$ cat config.mk
export PLATFORM = sky130hd
export DESIGN_NAME = transpose_ranking_list_unit_flat
export DESIGN_NICKNAME = d
export VERILOG_FILES = /design/src/rtl/trl_pkg.sv /design/src/rtl/trl_if.sv /design/src/rtl/trl_key_ram.sv /design/src/rtl/transpose_ranking_list_unit.sv /design/src/flat_wrapper.sv
export VERILOG_INCLUDE_DIRS = /design/src /design/src/rtl
export SDC_FILE = /design/constraint.sdc
export NUM_CORES = 1
export LEC_CHECK = 0
export BUFFER_PORTS_ARGS = -buffer_cell sky130_fd_sc_hd__buf_2
export CORE_AREA = 2 2 224 226
export DETAILED_ROUTE_END_ITERATION = 6
export DIE_AREA = 0 0 226 228
export PLACE_DENSITY = 0.74
export SYNTH_ARGS = -nofsm -noshare
export SYNTH_HDL_FRONTEND = slang
export SYNTH_SLANG_ARGS = --single-unit
$ cat constraint.sdc
create_clock -name i_clk -period 5.13 [get_ports i_clk]
set_input_delay 0 -clock i_clk [delete_from_list [all_inputs] [get_ports i_clk]]
set_output_delay 0 -clock i_clk [all_outputs]
set_load 0.01 [all_outputs]
$ cat src/rtl/assert_macros.svh
// Assertion macros used by the top-level RTL file of the ranking list block.
`ifndef ASSERT_MACROS_SVH
`define ASSERT_MACROS_SVH

`ifndef SYNTH

// Checks that an expression holds at every clock edge outside reset.
`define ASSERT_ALWAYS(lbl, clk, rstn, expr, msg) \
    lbl: assert property (@(posedge clk) disable iff (!(rstn)) (expr)) else $error(msg);

// Checks that a consequent holds in the same cycle as its antecedent.
`define ASSERT_IMPLIES(lbl, clk, rstn, ante, cons, msg) \
    lbl: assert property (@(posedge clk) disable iff (!(rstn)) (ante) |-> (cons)) \
        else $error(msg);

// Checks that a consequent holds in the cycle after its antecedent.
`define ASSERT_NEXT(lbl, clk, rstn, ante, cons, msg) \
    lbl: assert property (@(posedge clk) disable iff (!(rstn)) (ante) |=> (cons)) \
        else $error(msg);

`else

`define ASSERT_ALWAYS(lbl, clk, rstn, expr, msg)
`define ASSERT_IMPLIES(lbl, clk, rstn, ante, cons, msg)
`define ASSERT_NEXT(lbl, clk, rstn, ante, cons, msg)

`endif

`endif

$ cat src/rtl/trl_pkg.sv
// Package with the field widths, codes and types of the ranking list block.
`default_nettype none

package trl_pkg;

    // Field widths of the transactions.
    localparam int W_MODE   = 3;
    localparam int W_KEY    = 32;
    localparam int W_RANK   = 5;
    localparam int W_STATUS = 2;
    localparam int W_POS    = 5;
    localparam int W_COUNT  = 5;

    // Default geometry of the list.
    localparam int DEPTH_DEF    = 16;
    localparam int KEY_BITS_DEF = 32;

    // Operation codes carried in the mode field.
    typedef enum logic [W_MODE-1:0] {
        MODE_ADD      = 3'd0,
        MODE_GET      = 3'd1,
        MODE_CONTAINS = 3'd2,
        MODE_DOWN     = 3'd3,
        MODE_TOP      = 3'd4
    } t_mode;

    // Result status codes.
    typedef enum logic [W_STATUS-1:0] {
        ST_OK   = 2'd0,
        ST_MISS = 2'd1,
        ST_FULL = 2'd2
    } t_status;

    // Sequencer states.
    typedef enum logic [3:0] {
        S_IDLE,
        S_SCAN,
        S_APPEND,
        S_RD_B,
        S_RD_A,
        S_WR_A,
        S_WR_B,
        S_TOP_RD,
        S_TOP_OUT,
        S_RES
    } t_state;

endpackage

`default_nettype wire

$ cat src/rtl/trl_if.sv
// Valid/ready channel interfaces for requests and results of the ranking list.
`default_nettype none

// Request channel: one operation per transaction.
interface trl_in_if;
    logic                        valid;
    logic                        ready;
    logic [trl_pkg::W_MODE-1:0]  mode;
    logic [trl_pkg::W_KEY-1:0]   key;
    logic [trl_pkg::W_RANK-1:0]  rank;

    modport source (output valid, output mode, output key, output rank, input ready);
    modport sink   (input valid, input mode, input key, input rank, output ready);
endinterface

// Result channel: one result item per transaction.
interface trl_out_if;
    logic                          valid;
    logic                          ready;
    logic [trl_pkg::W_STATUS-1:0]  status;
    logic [trl_pkg::W_KEY-1:0]     key_out;
    logic [trl_pkg::W_POS-1:0]     position;
    logic [trl_pkg::W_COUNT-1:0]   entry_count;
    logic                          last;

    modport source (output valid, output status, output key_out, output position,
                    output entry_count, output last, input ready);
    modport sink   (input valid, input status, input key_out, input position,
                    input entry_count, input last, output ready);
endinterface

`default_nettype wire

$ cat src/rtl/trl_key_ram.sv
// Key storage: one write port and one read port with registered read data.
`default_nettype none

module trl_key_ram #(
    parameter int DEPTH    = trl_pkg::DEPTH_DEF,
    parameter int KEY_BITS = trl_pkg::KEY_BITS_DEF,
    localparam int IW      = $clog2(DEPTH)
) (
    input  wire logic                i_clk,
    input  wire logic                i_wr_en,
    input  wire logic [IW-1:0]       i_wr_addr,
    input  wire logic [KEY_BITS-1:0] i_wr_data,
    input  wire logic                i_rd_en,
    input  wire logic [IW-1:0]       i_rd_addr,
    output logic      [KEY_BITS-1:0] o_rd_data
);

    logic [KEY_BITS-1:0] r_mem [DEPTH];
    logic [KEY_BITS-1:0] r_rd_data;

    // Write port.
    always_ff @(posedge i_clk) begin
        if (i_wr_en) begin
            r_mem[i_wr_addr] <= i_wr_data;
        end
    end

    // Read port; the data holds until the next read.
    always_ff @(posedge i_clk) begin
        if (i_rd_en) begin
            r_rd_data <= r_mem[i_rd_addr];
        end
    end

    assign o_rd_data = r_rd_data;

endmodule

`default_nettype wire

$ cat src/rtl/transpose_ranking_list_unit.sv
// Top level of the transpose-ranked key list with its operation sequencer.
// Add and contains scan one key a cycle; an add that misses appends the key at the bottom,
// and a hit at rank r > 1 swaps the key one place up, as get does with the key it reads.
// Move down swaps a key one place down; read top fetches and hands out one key at a time.
// One request is in work at a time; the next one is taken once the last result is queued.
// Synchronous reset empties the list and idles the sequencer; key storage is not cleared.
`default_nettype none
`include "assert_macros.svh"

module transpose_ranking_list_unit #(
    parameter int DEPTH    = trl_pkg::DEPTH_DEF,
    parameter int KEY_BITS = trl_pkg::KEY_BITS_DEF
) (
    input  wire logic  i_clk,
    input  wire logic  i_rst_n,
    trl_in_if.sink     i_in,
    trl_out_if.source  o_out
);

    localparam int IW   = $clog2(DEPTH);
    localparam int CW   = $clog2(DEPTH + 1);
    localparam int CMPW = (CW > trl_pkg::W_RANK) ? CW : trl_pkg::W_RANK;

    // Sequencer and operation registers.
    trl_pkg::t_state          r_state, n_state;
    logic [trl_pkg::W_MODE-1:0] r_mode, n_mode;
    logic [KEY_BITS-1:0]      r_key, n_key;
    logic [CW-1:0]            r_ptr, n_ptr;
    logic [CW-1:0]            r_n, n_n;
    logic [IW-1:0]            r_idx, n_idx;
    logic                     r_cmp_vld, n_cmp_vld;
    logic [IW-1:0]            r_cmp_idx, n_cmp_idx;
    logic [KEY_BITS-1:0]      r_hold, n_hold;
    trl_pkg::t_status         r_status, n_status;
    logic [KEY_BITS-1:0]      r_rkey, n_rkey;
    logic [CW-1:0]            r_rpos, n_rpos;
    logic [CW-1:0]            r_cnt, n_cnt;

    // Output register.
    logic                     r_ov;
    trl_pkg::t_status         r_ostat;
    logic [KEY_BITS-1:0]      r_okey;
    logic [CW-1:0]            r_opos;
    logic [CW-1:0]            r_ocnt;
    logic                     r_olast;

    // Output load request from the sequencer.
    logic                     ld;
    trl_pkg::t_status         ld_stat;
    logic [KEY_BITS-1:0]      ld_key;
    logic [CW-1:0]            ld_pos;
    logic                     ld_last;
    logic                     slot_free;

    // Memory port controls.
    logic                     ram_wr_en;
    logic [IW-1:0]            ram_wr_addr;
    logic [KEY_BITS-1:0]      ram_wr_data;
    logic                     ram_rd_en;
    logic [IW-1:0]            ram_rd_addr;
    logic [KEY_BITS-1:0]      ram_rd_data;

    // Decode helpers.
    logic [CMPW-1:0]          rank_w;
    logic [CMPW-1:0]          cnt_w;
    logic                     hit;

    trl_key_ram #(
        .DEPTH    (DEPTH),
        .KEY_BITS (KEY_BITS)
    ) u_ram (
        .i_clk     (i_clk),
        .i_wr_en   (ram_wr_en),
        .i_wr_addr (ram_wr_addr),
        .i_wr_data (ram_wr_data),
        .i_rd_en   (ram_rd_en),
        .i_rd_addr (ram_rd_addr),
        .o_rd_data (ram_rd_data)
    );

    assign slot_free  = !r_ov || o_out.ready;
    assign i_in.ready = (r_state == trl_pkg::S_IDLE);
    assign rank_w     = CMPW'(i_in.rank);
    assign cnt_w      = CMPW'(r_cnt);
    assign hit        = r_cmp_vld && (ram_rd_data == r_key);

    // State and control registers.
    always_ff @(posedge i_clk) begin
        if (!i_rst_n) begin
            r_state   <= trl_pkg::S_IDLE;
            r_cnt     <= '0;
            r_cmp_vld <= 1'b0;
        end else begin
            r_state   <= n_state;
            r_cnt     <= n_cnt;
            r_cmp_vld <= n_cmp_vld;
        end
    end

    // Operation payload registers.
    always_ff @(posedge i_clk) begin
        r_mode    <= n_mode;
        r_key     <= n_key;
        r_ptr     <= n_ptr;
        r_n       <= n_n;
        r_idx     <= n_idx;
        r_cmp_idx <= n_cmp_idx;
        r_hold    <= n_hold;
        r_status  <= n_status;
        r_rkey    <= n_rkey;
        r_rpos    <= n_rpos;
    end

    // Next state, memory accesses and result loads.
    always_comb begin
        n_state     = r_state;
        n_mode      = r_mode;
        n_key       = r_key;
        n_ptr       = r_ptr;
        n_n         = r_n;
        n_idx       = r_idx;
        n_cmp_vld   = r_cmp_vld;
        n_cmp_idx   = r_cmp_idx;
        n_hold      = r_hold;
        n_status    = r_status;
        n_rkey      = r_rkey;
        n_rpos      = r_rpos;
        n_cnt       = r_cnt;
        ram_wr_en   = 1'b0;
        ram_wr_addr = r_idx;
        ram_wr_data = r_hold;
        ram_rd_en   = 1'b0;
        ram_rd_addr = r_idx;
        ld          = 1'b0;
        ld_stat     = r_status;
        ld_key      = r_rkey;
        ld_pos      = r_rpos;
        ld_last     = 1'b1;

        unique case (r_state)
            trl_pkg::S_IDLE: begin
                if (i_in.valid) begin
                    n_mode    = i_in.mode;
                    n_key     = KEY_BITS'(i_in.key);
                    n_ptr     = '0;
                    n_cmp_vld = 1'b0;
                    n_status  = trl_pkg::ST_MISS;
                    n_rkey    = '0;
                    n_rpos    = '0;
                    n_state   = trl_pkg::S_RES;
                    unique case (i_in.mode)
                        trl_pkg::MODE_ADD, trl_pkg::MODE_CONTAINS: begin
                            n_state = trl_pkg::S_SCAN;
                        end
                        trl_pkg::MODE_GET: begin
                            if (rank_w != '0 && rank_w <= cnt_w) begin
                                n_idx   = IW'(rank_w - CMPW'(1));
                                n_state = trl_pkg::S_RD_B;
                            end
                        end
                        trl_pkg::MODE_DOWN: begin
                            if (rank_w != '0 && rank_w < cnt_w) begin
                                n_idx   = IW'(rank_w);
                                n_state = trl_pkg::S_RD_B;
                            end
                        end
                        trl_pkg::MODE_TOP: begin
                            n_n = CW'((rank_w < cnt_w) ? rank_w : cnt_w);
                            if (rank_w != '0 && cnt_w != '0) begin
                                n_state = trl_pkg::S_TOP_RD;
                            end
                        end
                        default: begin
                            n_state = trl_pkg::S_RES;
                        end
                    endcase
                end
            end

            // One read issued and one compare made per cycle.
            trl_pkg::S_SCAN: begin
                if (hit) begin
                    n_cmp_vld = 1'b0;
                    n_status  = trl_pkg::ST_OK;
                    n_idx     = r_cmp_idx;
                    n_state   = (r_cmp_idx == '0) ? trl_pkg::S_RES : trl_pkg::S_RD_B;
                end else if (r_ptr < r_cnt) begin
                    ram_rd_en   = 1'b1;
                    ram_rd_addr = r_ptr[IW-1:0];
                    n_cmp_vld   = 1'b1;
                    n_cmp_idx   = r_ptr[IW-1:0];
                    n_ptr       = r_ptr + CW'(1);
                end else begin
                    n_cmp_vld = 1'b0;
                    n_state   = trl_pkg::S_RES;
                    if (r_mode == trl_pkg::MODE_ADD) begin
                        if (r_cnt == CW'(DEPTH)) begin
                            n_status = trl_pkg::ST_FULL;
                        end else begin
                            n_status = trl_pkg::ST_OK;
                            n_state  = trl_pkg::S_APPEND;
                        end
                    end else begin
                        n_status = trl_pkg::ST_MISS;
                    end
                end
            end

            // A new key goes to the bottom of the list.
            trl_pkg::S_APPEND: begin
                ram_wr_en   = 1'b1;
                ram_wr_addr = r_cnt[IW-1:0];
                ram_wr_data = r_key;
                n_cnt       = r_cnt + CW'(1);
                n_state     = trl_pkg::S_RES;
            end

            // Swap sequence: read the lower key, then the upper key.
            trl_pkg::S_RD_B: begin
                ram_rd_en   = 1'b1;
                ram_rd_addr = r_idx;
                n_state     = trl_pkg::S_RD_A;
            end

            trl_pkg::S_RD_A: begin
                n_hold = ram_rd_data;
                if (r_idx == '0) begin
                    n_status = trl_pkg::ST_OK;
                    n_rkey   = ram_rd_data;
                    n_rpos   = CW'(1);
                    n_state  = trl_pkg::S_RES;
                end else begin
                    ram_rd_en   = 1'b1;
                    ram_rd_addr = r_idx - IW'(1);
                    n_state     = trl_pkg::S_WR_A;
                end
            end

            // Lower key moves up one place.
            trl_pkg::S_WR_A: begin
                ram_wr_en   = 1'b1;
                ram_wr_addr = r_idx - IW'(1);
                ram_wr_data = r_hold;
                n_state     = trl_pkg::S_WR_B;
            end

            // Upper key moves down one place.
            trl_pkg::S_WR_B: begin
                ram_wr_en   = 1'b1;
                ram_wr_addr = r_idx;
                ram_wr_data = ram_rd_data;
                n_status    = trl_pkg::ST_OK;
                if (r_mode == trl_pkg::MODE_GET) begin
                    n_rkey = r_hold;
                    n_rpos = CW'(r_idx);
                end
                n_state = trl_pkg::S_RES;
            end

            // Read top: fetch one key, then hand it out.
            trl_pkg::S_TOP_RD: begin
                ram_rd_en   = 1'b1;
                ram_rd_addr = r_ptr[IW-1:0];
                n_state     = trl_pkg::S_TOP_OUT;
            end

            trl_pkg::S_TOP_OUT: begin
                if (slot_free) begin
                    ld      = 1'b1;
                    ld_stat = trl_pkg::ST_OK;
                    ld_key  = ram_rd_data;
                    ld_pos  = r_ptr + CW'(1);
                    ld_last = ((r_ptr + CW'(1)) == r_n);
                    n_ptr   = r_ptr + CW'(1);
                    n_state = ld_last ? trl_pkg::S_IDLE : trl_pkg::S_TOP_RD;
                end
            end

            // Single result of the operation.
            trl_pkg::S_RES: begin
                if (slot_free) begin
                    ld      = 1'b1;
                    n_state = trl_pkg::S_IDLE;
                end
            end

            default: begin
                n_state = trl_pkg::S_IDLE;
            end
        endcase
    end

    // Output register: loads when empty or when its transaction completes.
    always_ff @(posedge i_clk) begin
        if (!i_rst_n) begin
            r_ov <= 1'b0;
        end else if (ld) begin
            r_ov <= 1'b1;
        end else if (o_out.ready) begin
            r_ov <= 1'b0;
        end
    end

    always_ff @(posedge i_clk) begin
        if (ld) begin
            r_ostat <= ld_stat;
            r_okey  <= ld_key;
            r_opos  <= ld_pos;
            r_ocnt  <= n_cnt;
            r_olast <= ld_last;
        end
    end

    assign o_out.valid       = r_ov;
    assign o_out.status      = r_ostat;
    assign o_out.key_out     = trl_pkg::W_KEY'(r_okey);
    assign o_out.position    = trl_pkg::W_POS'(r_opos);
    assign o_out.entry_count = trl_pkg::W_COUNT'(r_ocnt);
    assign o_out.last        = r_olast;

    // The list never holds more keys than it has room for.
    `ASSERT_ALWAYS(a_cnt_bound, i_clk, i_rst_n, r_cnt <= CW'(DEPTH), "key count above depth")
    // A pending compare always refers to a held entry.
    `ASSERT_IMPLIES(a_cmp_idx, i_clk, i_rst_n, r_cmp_vld, CW'(r_cmp_idx) < r_cnt,
                    "compare past count")
    // A given-out rank never exceeds the count that goes with it.
    `ASSERT_IMPLIES(a_pos_bound, i_clk, i_rst_n, r_ov, r_opos <= r_ocnt, "position above count")
    // Only read-top results can be followed by more results, and those succeed.
    `ASSERT_IMPLIES(a_not_last, i_clk, i_rst_n, o_out.valid && !o_out.last,
                    o_out.status == trl_pkg::ST_OK, "non-final result failed")

endmodule

`default_nettype wire
$ cat src/flat_wrapper.sv
// flat-port wrapper written by rule: the top's interface ports become plain ports
module transpose_ranking_list_unit_flat 
#(
    parameter int DEPTH    = trl_pkg::DEPTH_DEF,
    parameter int KEY_BITS = trl_pkg::KEY_BITS_DEF
)
  (i_clk, i_rst_n, i_in_valid, i_in_mode, i_in_key, i_in_rank, i_in_ready, o_out_valid, o_out_status, o_out_key_out, o_out_position, o_out_entry_count, o_out_last, o_out_ready);
  trl_in_if i_in_i ();
  trl_out_if o_out_i ();
  input  wire logic i_clk;
  input  wire logic i_rst_n;
  input wire logic [$bits(i_in_i.valid)-1:0] i_in_valid;
  input wire logic [$bits(i_in_i.mode)-1:0] i_in_mode;
  input wire logic [$bits(i_in_i.key)-1:0] i_in_key;
  input wire logic [$bits(i_in_i.rank)-1:0] i_in_rank;
  output wire logic [$bits(i_in_i.ready)-1:0] i_in_ready;
  output wire logic [$bits(o_out_i.valid)-1:0] o_out_valid;
  output wire logic [$bits(o_out_i.status)-1:0] o_out_status;
  output wire logic [$bits(o_out_i.key_out)-1:0] o_out_key_out;
  output wire logic [$bits(o_out_i.position)-1:0] o_out_position;
  output wire logic [$bits(o_out_i.entry_count)-1:0] o_out_entry_count;
  output wire logic [$bits(o_out_i.last)-1:0] o_out_last;
  input wire logic [$bits(o_out_i.ready)-1:0] o_out_ready;
  assign i_in_i.valid = i_in_valid;
  assign i_in_i.mode = i_in_mode;
  assign i_in_i.key = i_in_key;
  assign i_in_i.rank = i_in_rank;
  assign i_in_ready = i_in_i.ready;
  assign o_out_valid = o_out_i.valid;
  assign o_out_status = o_out_i.status;
  assign o_out_key_out = o_out_i.key_out;
  assign o_out_position = o_out_i.position;
  assign o_out_entry_count = o_out_i.entry_count;
  assign o_out_last = o_out_i.last;
  assign o_out_i.ready = o_out_ready;
  transpose_ranking_list_unit #(.DEPTH(DEPTH), .KEY_BITS(KEY_BITS)) u_core (.i_clk(i_clk), .i_rst_n(i_rst_n), .i_in(i_in_i), .o_out(o_out_i));
endmodule
==> results.json <==
{
  "status": "finished, final reports clean",
  "synth_xor_xnor_area_share_pct": 1.44,
  "rrSetupSlack_ns": 0.42,
  "synth_ff_type": "edfxtp_1",
  "drive_gt1_share_pct": 15.1,
  "skew_ns": 0.0248,
  "globalRouteOverflowTotal": 0,
  "dp_slack_ns": 0.571,
  "max_freq_mhz": 212,
  "fin_tns_setup_ns": 0,
  "slew_headroom_pct": 19.1,
  "synth-compound-area-share_pct": 6.19,
  "syn-instance-count": 1795,
  "path_cells": "xnor2_1, nand4_1, nor3_1, nand3_1, and3_1, a221oi_4, nand3b_1, buf_4, o22ai_1, or4_1",
  "synthSimpleGateAreaFrac_pct": 5.35,
  "r2r_cells": 10,
  "drtPass1Iterations": 5,
  "setup_viol": 0,
  "ys_seq_area_share_pct": 74.1,
  "finalCritPeriodShare_pct": 91.9,
  "tightest_slew_ns": 1.21,
  "die_width_um": 226,
  "critical_path.top_delay_family": "simple AND/OR/NAND/NOR gates",
  "leakage_uw": 0.0119,
  "worstSetupEndpointType": "flop",
  "vias": 16675,
  "synth.avg_cell_area_um2": 16.2,
  "h-tree-depth": 3,
  "synth_top_family_by_area": "multiplexers",
  "critPathLaunchType": "flop",
  "rows": 82,
  "path_buf_inv": 1,
  "syn_area_um2": 29100,
  "dpl.hpwl_um": 40400,
  "hp-class": "in -> reg",
  "dieArea_um2": 51500,
  "postCtsHoldBufs": 44,
  "synth.distinct_cells": 59,
  "critical_path.max_fanout": 19,
  "route.detailed.drc": 0,
  "vdd_drop_max_uv": 425,
  "grt_max_degree": 70,
  "holdWs_ns": 0.0997,
  "grt_pass1_wl_um": 105000,
  "clkLatencyLatePin_ns": 0.63,
  "hold_viol_final": 0,
  "synth_adder_area_share_pct": 0.687,
  "holdPathStages": 2,
  "core_um2": 49300,
  "synth-async-reset-ratio_pct": 0,
  "required_ns": 5.48,
  "vias_per_cell": 6.14,
  "crit_start": "u_core.u_ram.o_rd_data[31]",
  "slew_viol_final": 0,
  "drt-wirelength-per-cell_um": 26.2,
  "post_cts_buffers": 0,
  "cts_sinks": 723,
  "fin_ws_ns": 0.415,
  "cts_tree": "done",
  "cts-root-buf": "clkbuf_16",
  "synthesis.nets": 1855,
  "hold_start": "i_in_key[5]",
  "rsz0062_at_grt": "false",
  "numCtsBuffers": 74,
  "yosys_register_bits": 723,
  "grt_pass1_vias": 16777,
  "ys_warn_count": 0,
  "start_util_pct": 59.1,
  "synth-edff-count": 712,
  "die-height_um": 228,
  "cts_buffer_depth": 3,
  "area_growth_pct": 15.0,
  "crit_arrival_ns": 5.07,
  "cts_resized": 0,
  "cp-endpoint": "u_core.u_ram.o_rd_data[13]",
  "max_stage_delay_ns": 0.55,
  "wl_um": 71000,
  "min_period_ns": 4.71,
  "ant_nets": 0,
  "final_net_count": 2050,
  "muxShareOfSynthArea_pct": 10.0,
  "critPathKind": "reg -> reg",
  "place_congestion": 0.900,
  "drt-initial-drc-count": 1872,
  "critical_path.slowest_cell": "and3_1",
  "r2r_start": "u_core.u_ram.o_rd_data[31]",
  "track_usage_pct": 28.1,
  "cp.depth": 10,
  "antenna_found_initial": 1,
  "antennaDiodeCount": 0,
  "port_buffers": 90,
  "ios": 91,
  "clkTransAtPathRegs_ns": 0.06,
  "max-cap-violations": 0,
  "r2r-end": "u_core.u_ram.o_rd_data[13]",
  "power.density_nw_per_um2": 537,
  "fillCellCount": 3228
}
cell usage after synthesis, types with 2 or more instances:
cell	n	share of area (%)
buf_1	5	0.064
nand2_1	174	2.2
edfxtp_1	712	73
o211ai_1	4	0.10
a221oi_1	3	0.090
nand3_1	12	0.21
nand4_1	8	0.17
mux2_2	3	0.12
nor3_1	14	0.24
a21o_1	4	0.10
a211oi_1	4	0.10
o21ai_0	55	0.94
or3_1	4	0.086
a22o_1	33	0.99
nor2b_1	6	0.13
xor2_1	12	0.36
xnor2_1	36	1.1
and3_1	4	0.086
a21oi_1	14	0.24
and2_1	8	0.17
nor3b_1	2	0.051
clkbuf_1	38	0.49
a2111oi_0	2	0.060
a31oi_1	4	0.086
inv_1	18	0.23
a211o_1	2	0.060
o21a_1	4	0.10
ha_1	16	0.69
mux2i_1	288	9.9
or4_1	32	0.82
nor4_1	4	0.086
a221oi_4	2	0.18
nand3b_1	5	0.13
nand2b_1	5	0.11
buf_2	28	0.48
o22ai_1	129	2.8
dfxtp_1	11	0.76
buf_4	3	0.077
nor2_1	46	0.59
buf_6	22	0.85
layer usage:
layer / wire, um / up-vias / GRT usage (%)
met3: 6400 / 138 / 5.37
met1: 28300 / 8298 / 39.4
li1: - / 7404 / -
met5: 0 / - / 0
met2: 33700 / 835 / 44.1
met4: 2590 / 0 / 10.6
kinds of logic (layout without fill, tap and decap cells):
logic type / count (synthesis) / in the layout
AO/OA/AOI/OAI: 272 / 272
multiplexers: 291 / 291
buffers and inverters: 115 / 364
adder cells (fa/ha/maj): 16 / 16
AND/OR/NAND/NOR: 330 / 330
XOR/XNOR: 48 / 48
flip-flops: 723 / 723
stage by stage:
step | power, uW | util (%) | area [um^2] | std cells
final | 18000 | 67.9 | 33500 | 2716
after global routing | 18700 | 67.9 | 33500 | 2716
after CTS | 18000 | 67.9 | 33500 | 2716
after detailed placement | 13000 | 62.5 | 30800 | 2542
after global placement | 12800 | 62.5 | 30800 | 2542
after floorplan | 11300 | - | 29100 | 1795
flip-flops by register name (all words and copies together) (netlist names):
register and cells:
u_core.r_n 5, u_core.r_status 2, u_core.o_out.valid 1, u_core.cnt_w 5, u_core.r_mode 3, u_core.r_rkey 32
u_core.o_out.entry_count 5, u_core.r_cmp_idx 4, u_core.r_hold 32, u_core.r_rpos 4, u_core.r_key 32, u_core.r_idx 4
u_core.o_out.status 2, u_core.o_out.position 5, u_core.r_ptr 5, u_core.u_ram.r_mem 512, u_core.o_out.key_out 32, u_core.r_state 4
u_core.o_out.last 1, u_core.r_cmp_vld 1, u_core.u_ram.o_rd_data 32
where the power goes:
group,switching [uW],internal [uW]
Sequential,420,7710
Combinational,3100,1710
Clock,2180,2880
cell usage in the layout (no fill, tap or decap), types with 13 or more instances in the layout:
cell type / instances
a21oi_1: 14
a22o_1: 33
buf_12: 13
buf_2: 90
buf_4: 69
clkbuf_1: 17
clkbuf_16: 76
clkinv_1: 16
dlygate4sd3_1: 44
edfxtp_1: 712
ha_1: 16
inv_1: 17
mux2i_1: 288
nand2_1: 173
nor2_1: 27
nor2_4: 19
nor3_1: 13
o21ai_0: 51
o22ai_1: 129
or4_1: 32
xnor2_1: 36
worst min-delay path by stage:
stage                                  end  slack, ns
after detailed placement  u_core.r_key[30]       0.18
after floorplan            u_core.r_key[0]        0.1
after global routing       u_core.r_key[5]       0.09
after CTS                  u_core.r_key[5]       0.07
after global placement     u_core.r_key[5]       0.18
final                      u_core.r_key[5]        0.1
layout make-up:
type,count,area [um^2],area share [%]
flip-flops and latches,723,21600,64.4
multi-input cells,957,7090,21.1
clock buffers,93,1970,5.86
repair buffers,216,1670,4.98
well taps,672,841,2.51
clock inverters,37,294,0.877
inverters,18,67.6,0.202
(Power assumes the default switching activity.)
